===== src/rtl/joystick_deadzone_drive_mixer_core_macros.svh =====
// Assertion helpers for the drive mixer core.
`ifndef JOYSTICK_DEADZONE_DRIVE_MIXER_CORE_MACROS_SVH
`define JOYSTICK_DEADZONE_DRIVE_MIXER_CORE_MACROS_SVH

// Same-cycle implication, sampled on aclk, off during reset.
`define JDDM_ASSERT_NOW(lbl, ante, cons) \
    lbl: assert property (@(posedge aclk) disable iff (!aresetn) (ante) |-> (cons)) \
        else $error("drive mixer check failed");

// Next-cycle implication, sampled on aclk, off during reset.
`define JDDM_ASSERT_NEXT(lbl, ante, cons) \
    lbl: assert property (@(posedge aclk) disable iff (!aresetn) (ante) |=> (cons)) \
        else $error("drive mixer check failed");

`endif


===== src/rtl/jddm_pkg.sv =====
package jddm_pkg;

    localparam int SPEED_LIMIT     = 127;
    localparam int TURN_FROM_TWIST = 1;

    localparam int POS_W     = 10;
    localparam int LIM_W     = $clog2(SPEED_LIMIT + 1);
    localparam int NUM_W     = LIM_W + POS_W;
    localparam int WRAP_W    = 16;
    localparam int Q_EXT_W   = (NUM_W > WRAP_W) ? NUM_W : WRAP_W;
    localparam int SPEED_W   = 15;
    localparam int STATE_W   = 2;
    localparam int CFG_IDX_W = 4;
    localparam int NUM_REGS  = 8;

    localparam logic signed [WRAP_W-1:0]  LIM16 = WRAP_W'(SPEED_LIMIT);
    localparam logic signed [SPEED_W-1:0] LIM15 = SPEED_W'(SPEED_LIMIT);
    localparam logic signed [WRAP_W+1:0]  LIM18 = (WRAP_W+2)'(SPEED_LIMIT);

    localparam logic [CFG_IDX_W-1:0] REG_FWD_EDGE_A  = CFG_IDX_W'(0);
    localparam logic [CFG_IDX_W-1:0] REG_FWD_DEAD_A  = CFG_IDX_W'(1);
    localparam logic [CFG_IDX_W-1:0] REG_FWD_DEAD_B  = CFG_IDX_W'(2);
    localparam logic [CFG_IDX_W-1:0] REG_FWD_EDGE_B  = CFG_IDX_W'(3);
    localparam logic [CFG_IDX_W-1:0] REG_TURN_EDGE_A = CFG_IDX_W'(4);
    localparam logic [CFG_IDX_W-1:0] REG_TURN_DEAD_A = CFG_IDX_W'(5);
    localparam logic [CFG_IDX_W-1:0] REG_TURN_DEAD_B = CFG_IDX_W'(6);
    localparam logic [CFG_IDX_W-1:0] REG_TURN_EDGE_B = CFG_IDX_W'(7);

    localparam logic [STATE_W-1:0] STEER_STRAIGHT = 2'd0;
    localparam logic [STATE_W-1:0] STEER_LEFT     = 2'd1;
    localparam logic [STATE_W-1:0] STEER_RIGHT    = 2'd2;

    typedef struct packed {
        logic             neg;
        logic [NUM_W-1:0] num;
        logic [POS_W-1:0] den;
    } axis_job_t;

    typedef struct packed {
        logic             neg;
        logic [NUM_W-1:0] quo;
    } axis_quo_t;

    typedef struct packed {
        logic [STATE_W-1:0] turn_state;
        logic [SPEED_W-1:0] right_speed;
        logic [SPEED_W-1:0] left_speed;
    } mix_result_t;

endpackage


===== src/rtl/jddm_axis_front.sv =====
module jddm_axis_front (
    input  logic                        aclk,
    input  logic                        aresetn,
    input  logic                        adv,
    input  logic                        in_valid,
    input  logic [jddm_pkg::POS_W-1:0]  pos,
    input  logic [jddm_pkg::POS_W-1:0]  edge_a,
    input  logic [jddm_pkg::POS_W-1:0]  dead_a,
    input  logic [jddm_pkg::POS_W-1:0]  dead_b,
    input  logic [jddm_pkg::POS_W-1:0]  edge_b,
    output logic                        out_valid,
    output jddm_pkg::axis_job_t         job
);
    import jddm_pkg::*;

    logic             up;
    logic             side_a;
    logic             side_b;
    logic [POS_W-1:0] z;
    logic [POS_W-1:0] e;
    logic             pos_lo;
    logic             den_neg;
    logic [POS_W-1:0] diff_mag;
    logic [POS_W-1:0] den_mag;
    logic             active;

    logic             s1_valid_reg;
    logic             s1_neg_reg;
    logic [POS_W-1:0] s1_diff_reg;
    logic [POS_W-1:0] s1_den_reg;
    logic             s2_valid_reg;
    axis_job_t        s2_job_reg;
    axis_job_t        s2_job_next;

    always_comb begin
        up       = edge_b > edge_a;
        side_a   = up ? (pos < dead_a) : (pos > dead_a);
        side_b   = up ? (pos > dead_b) : (pos < dead_b);
        z        = side_a ? dead_a : dead_b;
        e        = side_a ? edge_a : edge_b;
        pos_lo   = pos < z;
        diff_mag = pos_lo ? (z - pos) : (pos - z);
        den_neg  = e < z;
        den_mag  = den_neg ? (z - e) : (e - z);
        active   = (side_a | side_b) && (e != z);
    end

    always_comb begin
        s2_job_next.neg = s1_neg_reg;
        s2_job_next.num = NUM_W'(s1_diff_reg) * NUM_W'(SPEED_LIMIT);
        s2_job_next.den = s1_den_reg;
    end

    always_ff @(posedge aclk) begin
        if (!aresetn) begin
            s1_valid_reg <= 1'b0;
            s2_valid_reg <= 1'b0;
        end else if (adv) begin
            s1_valid_reg <= in_valid;
            s2_valid_reg <= s1_valid_reg;
        end
    end

    always_ff @(posedge aclk) begin
        if (adv) begin
            s1_neg_reg  <= (side_a ? ~pos_lo : pos_lo) ^ den_neg;
            s1_diff_reg <= active ? diff_mag : '0;
            s1_den_reg  <= active ? den_mag : POS_W'(1);
            s2_job_reg  <= s2_job_next;
        end
    end

    assign out_valid = s2_valid_reg;
    assign job       = s2_job_reg;

endmodule


===== src/rtl/jddm_div.sv =====
module jddm_div (
    input  logic                aclk,
    input  logic                aresetn,
    input  logic                adv,
    input  logic                in_valid,
    input  jddm_pkg::axis_job_t job,
    output logic                out_valid,
    output jddm_pkg::axis_quo_t res
);
    import jddm_pkg::*;

    logic [NUM_W-1:0] valid_reg;
    logic [POS_W-1:0] rem_reg [NUM_W];
    logic [NUM_W-1:0] nq_reg  [NUM_W];
    logic [POS_W-1:0] den_reg [NUM_W];
    logic             neg_reg [NUM_W];

    logic [POS_W-1:0] rem_in  [NUM_W];
    logic [NUM_W-1:0] nq_in   [NUM_W];
    logic [POS_W-1:0] den_in  [NUM_W];
    logic             neg_in  [NUM_W];
    logic [POS_W:0]   trial   [NUM_W];
    logic             ge      [NUM_W];
    logic [POS_W:0]   diff    [NUM_W];
    logic [POS_W-1:0] rem_next[NUM_W];
    logic [NUM_W-1:0] nq_next [NUM_W];

    always_comb begin
        for (int s = 0; s < NUM_W; s++) begin
            if (s == 0) begin
                rem_in[s] = '0;
                nq_in[s]  = job.num;
                den_in[s] = job.den;
                neg_in[s] = job.neg;
            end else begin
                rem_in[s] = rem_reg[s-1];
                nq_in[s]  = nq_reg[s-1];
                den_in[s] = den_reg[s-1];
                neg_in[s] = neg_reg[s-1];
            end
            trial[s]    = {rem_in[s], nq_in[s][NUM_W-1]};
            diff[s]     = trial[s] - {1'b0, den_in[s]};
            ge[s]       = trial[s] >= {1'b0, den_in[s]};
            rem_next[s] = ge[s] ? diff[s][POS_W-1:0] : trial[s][POS_W-1:0];
            nq_next[s]  = {nq_in[s][NUM_W-2:0], ge[s]};
        end
    end

    always_ff @(posedge aclk) begin
        if (!aresetn) begin
            valid_reg <= '0;
        end else if (adv) begin
            valid_reg <= {valid_reg[NUM_W-2:0], in_valid};
        end
    end

    always_ff @(posedge aclk) begin
        if (adv) begin
            for (int s = 0; s < NUM_W; s++) begin
                rem_reg[s] <= rem_next[s];
                nq_reg[s]  <= nq_next[s];
                den_reg[s] <= den_in[s];
                neg_reg[s] <= neg_in[s];
            end
        end
    end

    assign out_valid = valid_reg[NUM_W-1];
    assign res.neg   = neg_reg[NUM_W-1];
    assign res.quo   = nq_reg[NUM_W-1];

endmodule


===== src/rtl/jddm_mix.sv =====
module jddm_mix (
    input  logic                  aclk,
    input  logic                  aresetn,
    input  logic                  adv,
    input  logic                  in_valid,
    input  jddm_pkg::axis_quo_t   fwd_quo,
    input  jddm_pkg::axis_quo_t   turn_quo,
    output logic                  out_valid,
    output jddm_pkg::mix_result_t result
);
    import jddm_pkg::*;

    logic        [Q_EXT_W-1:0]  fwd_ext;
    logic        [Q_EXT_W-1:0]  turn_ext;
    logic signed [WRAP_W-1:0]   fwd_w;
    logic signed [WRAP_W-1:0]   turn_w;
    logic signed [WRAP_W-1:0]   fwd_c;
    logic signed [WRAP_W-1:0]   turn_c;
    logic signed [WRAP_W:0]     turn_adj;
    logic signed [WRAP_W:0]     half_full;
    logic        [STATE_W-1:0]  state_next;

    logic                       p1_valid_reg;
    logic signed [WRAP_W-1:0]   p1_fwd_reg;
    logic signed [WRAP_W-1:0]   p1_half_reg;
    logic        [STATE_W-1:0]  p1_state_reg;

    logic signed [WRAP_W+1:0]   left_sum;
    logic signed [WRAP_W+1:0]   right_sum;
    logic signed [WRAP_W+1:0]   left_c;
    logic signed [WRAP_W+1:0]   right_c;

    logic                       p2_valid_reg;
    mix_result_t                p2_res_reg;
    mix_result_t                p2_res_next;

    always_comb begin
        fwd_ext  = Q_EXT_W'(fwd_quo.quo);
        turn_ext = Q_EXT_W'(turn_quo.quo);
        fwd_w    = fwd_quo.neg  ? -fwd_ext[WRAP_W-1:0]  : fwd_ext[WRAP_W-1:0];
        turn_w   = turn_quo.neg ? -turn_ext[WRAP_W-1:0] : turn_ext[WRAP_W-1:0];
        fwd_c    = (fwd_w > LIM16)  ? LIM16 : fwd_w;
        turn_c   = (turn_w > LIM16) ? LIM16 : turn_w;
        turn_adj = {turn_c[WRAP_W-1], turn_c} + (WRAP_W+1)'(turn_c[WRAP_W-1]);
        half_full = turn_adj >>> 1;
        if (turn_c[WRAP_W-1]) begin
            state_next = STEER_LEFT;
        end else if (turn_c != '0) begin
            state_next = STEER_RIGHT;
        end else begin
            state_next = STEER_STRAIGHT;
        end
    end

    always_comb begin
        left_sum  = (WRAP_W+2)'(p1_fwd_reg) - (WRAP_W+2)'(p1_half_reg);
        right_sum = (WRAP_W+2)'(p1_fwd_reg) + (WRAP_W+2)'(p1_half_reg);
        left_c    = (left_sum > LIM18)   ? LIM18  :
                    (left_sum < -LIM18)  ? -LIM18 : left_sum;
        right_c   = (right_sum > LIM18)  ? LIM18  :
                    (right_sum < -LIM18) ? -LIM18 : right_sum;
        p2_res_next.left_speed  = left_c[SPEED_W-1:0];
        p2_res_next.right_speed = right_c[SPEED_W-1:0];
        p2_res_next.turn_state  = p1_state_reg;
    end

    always_ff @(posedge aclk) begin
        if (!aresetn) begin
            p1_valid_reg <= 1'b0;
            p2_valid_reg <= 1'b0;
        end else if (adv) begin
            p1_valid_reg <= in_valid;
            p2_valid_reg <= p1_valid_reg;
        end
    end

    always_ff @(posedge aclk) begin
        if (adv) begin
            p1_fwd_reg   <= fwd_c;
            p1_half_reg  <= half_full[WRAP_W-1:0];
            p1_state_reg <= state_next;
            p2_res_reg   <= p2_res_next;
        end
    end

    assign out_valid = p2_valid_reg;
    assign result    = p2_res_reg;

endmodule


===== src/rtl/joystick_deadzone_drive_mixer_core.sv =====
// Joystick dead-zone differential drive mixer.
// s_ channel: one 4-byte joystick report per request, byte 0 in s_tdata[7:0].
// m_ channel: left and right wheel commands and the turn status per report.
// cfg_ channel: writes one of eight 10-bit dead-zone registers (index 0..7);
// other indexes are dropped. cfg_ready is always high. Write registers only
// while no report is in flight.
// Path from s_ accept to m_tvalid: the axis front registers, the divider stages
// and the mixer registers; the restoring divider takes one quotient bit per stage.
// Throughput: one report per cycle while m_tready is high.
// When the receiver stalls, the whole pipeline holds and s_tready drops; the
// pending result stays on m_tdata until taken.
// Reset (aresetn low at a clock edge) empties the pipeline and loads the
// default dead-zone registers.
`include "joystick_deadzone_drive_mixer_core_macros.svh"

module joystick_deadzone_drive_mixer_core (
    input  logic                            aclk,
    input  logic                            aresetn,
    input  logic                            s_tvalid,
    output logic                            s_tready,
    // report_byte0, report_byte1, report_byte2, report_byte3
    input  logic [31:0]                     s_tdata,
    output logic                            m_tvalid,
    input  logic                            m_tready,
    // left_speed, right_speed, turn_state
    output logic [31:0]                     m_tdata,
    input  logic                            cfg_valid,
    output logic                            cfg_ready,
    input  logic [jddm_pkg::CFG_IDX_W-1:0]  cfg_index,
    input  logic [jddm_pkg::POS_W-1:0]      cfg_data
);
    import jddm_pkg::*;

    logic [POS_W-1:0] fwd_edge_a_reg;
    logic [POS_W-1:0] fwd_dead_a_reg;
    logic [POS_W-1:0] fwd_dead_b_reg;
    logic [POS_W-1:0] fwd_edge_b_reg;
    logic [POS_W-1:0] turn_edge_a_reg;
    logic [POS_W-1:0] turn_dead_a_reg;
    logic [POS_W-1:0] turn_dead_b_reg;
    logic [POS_W-1:0] turn_edge_b_reg;

    logic             adv;
    logic             accept;
    logic [POS_W-1:0] axis_x;
    logic [POS_W-1:0] axis_y;
    logic [POS_W-1:0] axis_twist;
    logic [POS_W-1:0] turn_pos;

    logic             fwd_front_valid;
    logic             turn_front_valid;
    axis_job_t        fwd_job;
    axis_job_t        turn_job;
    logic             fwd_div_valid;
    logic             turn_div_valid;
    axis_quo_t        fwd_quo;
    axis_quo_t        turn_quo;
    logic             mix_valid;
    mix_result_t      mix_res;

    assign adv       = !mix_valid || m_tready;
    assign s_tready  = adv;
    assign accept    = s_tvalid && adv;
    assign cfg_ready = 1'b1;

    assign axis_x     = {s_tdata[9:8], s_tdata[7:0]};
    assign axis_y     = {s_tdata[19:16], s_tdata[15:10]};
    assign axis_twist = {2'b00, s_tdata[31:24]};
    assign turn_pos   = (TURN_FROM_TWIST != 0) ? axis_twist : axis_x;

    always_ff @(posedge aclk) begin
        if (!aresetn) begin
            fwd_edge_a_reg  <= POS_W'(1023);
            fwd_dead_a_reg  <= POS_W'(540);
            fwd_dead_b_reg  <= POS_W'(480);
            fwd_edge_b_reg  <= POS_W'(0);
            turn_edge_a_reg <= POS_W'(0);
            turn_dead_a_reg <= POS_W'(118);
            turn_dead_b_reg <= POS_W'(138);
            turn_edge_b_reg <= POS_W'(255);
        end else if (cfg_valid) begin
            case (cfg_index)
                REG_FWD_EDGE_A:  fwd_edge_a_reg  <= cfg_data;
                REG_FWD_DEAD_A:  fwd_dead_a_reg  <= cfg_data;
                REG_FWD_DEAD_B:  fwd_dead_b_reg  <= cfg_data;
                REG_FWD_EDGE_B:  fwd_edge_b_reg  <= cfg_data;
                REG_TURN_EDGE_A: turn_edge_a_reg <= cfg_data;
                REG_TURN_DEAD_A: turn_dead_a_reg <= cfg_data;
                REG_TURN_DEAD_B: turn_dead_b_reg <= cfg_data;
                REG_TURN_EDGE_B: turn_edge_b_reg <= cfg_data;
                default: begin
                end
            endcase
        end
    end

    jddm_axis_front u_fwd_front (
        .aclk      (aclk),
        .aresetn   (aresetn),
        .adv       (adv),
        .in_valid  (accept),
        .pos       (axis_y),
        .edge_a    (fwd_edge_a_reg),
        .dead_a    (fwd_dead_a_reg),
        .dead_b    (fwd_dead_b_reg),
        .edge_b    (fwd_edge_b_reg),
        .out_valid (fwd_front_valid),
        .job       (fwd_job)
    );

    jddm_axis_front u_turn_front (
        .aclk      (aclk),
        .aresetn   (aresetn),
        .adv       (adv),
        .in_valid  (accept),
        .pos       (turn_pos),
        .edge_a    (turn_edge_a_reg),
        .dead_a    (turn_dead_a_reg),
        .dead_b    (turn_dead_b_reg),
        .edge_b    (turn_edge_b_reg),
        .out_valid (turn_front_valid),
        .job       (turn_job)
    );

    jddm_div u_fwd_div (
        .aclk      (aclk),
        .aresetn   (aresetn),
        .adv       (adv),
        .in_valid  (fwd_front_valid),
        .job       (fwd_job),
        .out_valid (fwd_div_valid),
        .res       (fwd_quo)
    );

    jddm_div u_turn_div (
        .aclk      (aclk),
        .aresetn   (aresetn),
        .adv       (adv),
        .in_valid  (turn_front_valid),
        .job       (turn_job),
        .out_valid (turn_div_valid),
        .res       (turn_quo)
    );

    jddm_mix u_mix (
        .aclk      (aclk),
        .aresetn   (aresetn),
        .adv       (adv),
        .in_valid  (fwd_div_valid && turn_div_valid),
        .fwd_quo   (fwd_quo),
        .turn_quo  (turn_quo),
        .out_valid (mix_valid),
        .result    (mix_res)
    );

    assign m_tvalid = mix_valid;
    assign m_tdata  = {mix_res.turn_state, mix_res.right_speed, mix_res.left_speed};

    `JDDM_ASSERT_NOW(a_turn_code, m_tvalid, m_tdata[31:30] <= STEER_RIGHT)
    `JDDM_ASSERT_NOW(a_speed_range, m_tvalid,
        $signed(m_tdata[14:0]) <= LIM15 && $signed(m_tdata[14:0]) >= -LIM15 &&
        $signed(m_tdata[29:15]) <= LIM15 && $signed(m_tdata[29:15]) >= -LIM15)
    `JDDM_ASSERT_NOW(a_straight_equal, m_tvalid && m_tdata[31:30] == STEER_STRAIGHT,
        m_tdata[14:0] == m_tdata[29:15])
    `JDDM_ASSERT_NEXT(a_front_hold, !s_tready,
        $stable(fwd_job) && $stable(turn_job) && $stable(fwd_front_valid))
    `JDDM_ASSERT_NOW(a_lanes_aligned, 1'b1,
        fwd_div_valid == turn_div_valid && fwd_front_valid == turn_front_valid)

endmodule


===== config.mk =====
export PLATFORM = sky130hd
export DESIGN_NAME = joystick_deadzone_drive_mixer_core
export DESIGN_NICKNAME = d
export VERILOG_FILES = /design/src/rtl/jddm_pkg.sv /design/src/rtl/jddm_axis_front.sv /design/src/rtl/jddm_div.sv /design/src/rtl/jddm_mix.sv /design/src/rtl/joystick_deadzone_drive_mixer_core.sv
export VERILOG_INCLUDE_DIRS = /design/src /design/src/rtl
export SDC_FILE = /design/constraint.sdc
export NUM_CORES = 2
export LEC_CHECK = 0
export BUFFER_PORTS_ARGS = -buffer_cell sky130_fd_sc_hd__buf_2
export CAP_MARGIN = 0
export CORE_MARGIN = 3
export CORE_UTILIZATION = 55
export CTS_BUF_LIST = sky130_fd_sc_hd__clkbuf_4
export DETAILED_ROUTE_END_ITERATION = 16
export PLACE_DENSITY = 0.76
export SKIP_CTS_REPAIR_TIMING = 1
export SYNTH_ARGS = -nofsm -noshare
export SYNTH_HDL_FRONTEND = slang
export SYNTH_SLANG_ARGS = --single-unit

===== constraint.sdc =====
create_clock -name aclk -period 96.1 [get_ports aclk]
set_input_delay 9.61 -clock aclk [delete_from_list [all_inputs] [get_ports aclk]]
set_output_delay 9.61 -clock aclk [all_outputs]
set_load 0.005 [all_outputs]

==> metrics list <==
* Fillers: 10,069
- Cell type with the highest occurrence count on the critical path: sky130_fd_sc_hd__buf_2
* Initial cell density of the core: 55.5%
* Port Buffers: 70
* Number of nets in the layout: 7,074
- Reg-to-reg critical path startpoint: turn_dead_a_reg[3]
- Count of standard-cell rows: 133
- Summed over all layers, the global routing overflow is 0.
- DRC: 0
* Actual slew at the worst max-slew pin: 1.30 ns
- The tree is rooted in a sky130_fd_sc_hd__clkbuf_4.
* Number of buffers on the longest clock path: 4
- Start point of the worst hold path: u_fwd_front.job[25]
* Outcome: completed
- In this run, the number of DRC markers left after iteration 0 of detailed routing was 2,393.
* I/O pin count: 86
* Die X-Extent: 371 µm
- For this run, the number of Yosys warnings is 0.
- Dominant combinational cell family by area after synthesis: adder cells
* Core region area: 132,000 µm²
- In this run the worst hold path is classified as flip-flop to flip-flop.
- In this run the vertical extent of the chip is 371 µm.
- Share of layout cells above drive strength 1: 10.9%
- STA puts the critical path data arrival time at 10.88 ns.
- In this run the worst path has a maximum fanout of 127.
- Routability-driven placement finished with a final weighted congestion of 0.898.
- Largest delay share family, worst path: buffers and inverters
* Number of nets with antenna violations after detailed routing: 0
* Normalized max-slew margin: 12.7%
* Synth Flop Type: sky130_fd_sc_hd__edfxtp_1
- The synthesized netlist occupies a cell area of 73,200 µm².
- Length of the first detailed-routing pass in iterations: 8
* Post-synthesis to final-layout area growth: 9.22%
* WL final: 123 mm
* Seq cells post-synth: 1,483
- The final critical path takes up 21.3% of the cycle.
* Post-synthesis mux area share: 1.69%
- Number of antenna violations at the first check in global routing: 2
* Vias after detailed routing: 44,575
* Unrepaired setup endpoints after global routing: no
* Part of the Yosys area used for sequential elements: 59.5%
- Latest clock arrival within the worst-skew pair: 1.20 ns
* Final-report hold violation count: 0
- Number of max-capacitance violations reported: 0
* Required arrival time at the worst endpoint: 86.49 ns
- Ys async rst share: 0%
* Count of buffering cells on the critical path with inverters included: 4
- Capturing element type of the critical path: output port
- Counting flops with a built-in enable in the synthesized netlist gives 1,382.
- The via count of the first global-routing pass came to 46,187.
* Post-synthesis share of cell area spent on xor and xnor gates: 2.83%
- The first global-routing pass estimated 207 mm of wire.
- The synthesized netlist devotes 10.1% of its cell area to compound gates.
* Clock slew at reported path FFs: 0.07 ns
- Post-DR wirelength/cell: 14.7 µm
- Counting every instance in the synthesized netlist gives 6,014.
- Timing-limited maximum frequency: 48.8 MHz
- The worst path needs 20.49 ns of the cycle, external delays included.
- The synthesized netlist contains 87 unique library cells.
- The critical path in this run is classified as input port to output port.
* Avg Vias per Cell: 5.32
- Number of CTS-inserted buffers: 380
- TritonCTS built the clock tree.
- Slowest stage cell, crit path: sky130_fd_sc_hd__inv_8
- Across every metal layer, demand over resource in global routing totals 18.1%.
* Syn_nets: 6,719
- Startpoint type of the worst setup path: input port
- Setup violations remaining at the end of the flow were counted as 0.
- The signal on the critical path passes through buf_2, nor2b_2, buf_4, inv_8, buf_2.
- Worst setup path startpoint: m_tready
* Final max-slew violation count: 0
* Post-DP HPWL: 86.6 mm
* H-tree depth reported by CTS: 5
- The synthesized netlist devotes 12.2% of its cell area to adder and majority cells.
- Max Clock Skew: 0.112 ns
* Simple-gate portion of the synthesized area: 8.42%
* Setup TNS: 0 ns
- Avg Inst Size Synth: 12.2 µm²
* Maximum number of pins on one net before global-route repair: 181
- For this run, the slowest stage of the critical path takes 0.54 ns.
- Main area contributors after synthesis: sky130_fd_sc_hd__edfxtp_1 57%, sky130_fd_sc_hd__ha_1 9.4%, sky130_fd_sc_hd__inv_1 4.6%
- Full die area: 137,000 µm²
- Summed over all instances, the cell type with the most area after synthesis is sky130_fd_sc_hd__edfxtp_1.
* Final-layout worst hold slack: 0.311 ns
- Number of clock sinks: 1,483
- Synth top area share: 56.7%
[per-layer routing]
layer / vias up / share of wire, % / track usage, %
met4: 0 / 3.7 / 9.32
met3: 363 / 3.7 / 3.40
met1: 20993 / 40 / 19.6
li1: 22223 / - / -
met5: - / 0 / 0
met2: 996 / 53 / 33.3
[cell type report]
class                   instances  area (µm²)  share of cell area (%)
diodes                         10        25.0                  0.0313
clock buffers                 538        4040                    5.05
clock inverters                91         390                   0.488
inverters                     893        3360                    4.20
multi-input cells            3519       25900                    32.4
flip-flops and latches       1483       43500                    54.5
well taps                    1755        2200                    2.75
repair buffers                 92         528                   0.661
[worst paths after layout]
kind / slack (ns) / cells after the start / endpoint
setup / recovery: 75.61 / 5 / s_tready
setup reg to reg: 89.40 / 25 / u_turn_front.s1_den_reg[9]
hold / removal: 0.31 / 0 / u_fwd_div.nq_reg[0][16]
hold reg to reg: 0.31 / 0 / u_fwd_div.nq_reg[0][16]
[synth_stat cells (all sizes together) (7+ instances only)]
cell type	number
a2111oi	9
a211o	7
a211oi	12
a21boi	135
a21o	65
a21oi	221
a221oi	32
a311oi	36
a31oi	11
and2	11
and3	27
buf	11
clkbuf	108
dfxtp	101
edfxtp	1382
fa	102
ha	552
inv	893
mux2	31
mux2i	88
nand2	573
nand2b	34
nand3	34
nand4	77
nor2	320
nor2b	133
nor3	72
nor3b	7
nor4	13
o211ai	25
o21a	19
o21ai	389
o21bai	34
o31ai	122
or2	7
or3	11
xnor2	125
xor2	110
[metrics by stage]
step	setup slack (ns)	instances	instance area (µm²)	utilization [%]
6_report	75.61	8381	79900	60.6
5_1_grt	75.53	8378	79900	60.6
4_1_cts	75.62	8371	79900	60.6
3_5_place_dp	75.62	7742	75500	57.3
3_3_place_gp	75.64	7742	75500	57.3
2_1_floorplan	39.28	6014	73200	-
[cells by family (layout without fill, tap and decap cells)]
kind of cell	count (synthesis)	in the layout
compound gates	1167	1167
xor+xnor	235	235
fa+ha+maj	654	654
buf+inv	1012	1614
flops	1483	1483
mux	119	119
other cells	1	11
simple gates	1343	1343
[cells in the final DEF (no fill, tap or decap), types with 125 or more instances in the layout]
master	instances
sky130_fd_sc_hd__xnor2_1	125
sky130_fd_sc_hd__a21oi_1	221
sky130_fd_sc_hd__nand2_1	571
sky130_fd_sc_hd__o21ai_0	386
sky130_fd_sc_hd__clkbuf_4	538
sky130_fd_sc_hd__nor2b_1	132
sky130_fd_sc_hd__inv_1	892
sky130_fd_sc_hd__a21boi_0	134
sky130_fd_sc_hd__ha_1	552
sky130_fd_sc_hd__nor2_1	319
sky130_fd_sc_hd__edfxtp_1	1382
Power is left out: the tool's default activity adds up to more than one toggle a clock period on the data nets, which glitch-free logic cannot reach.
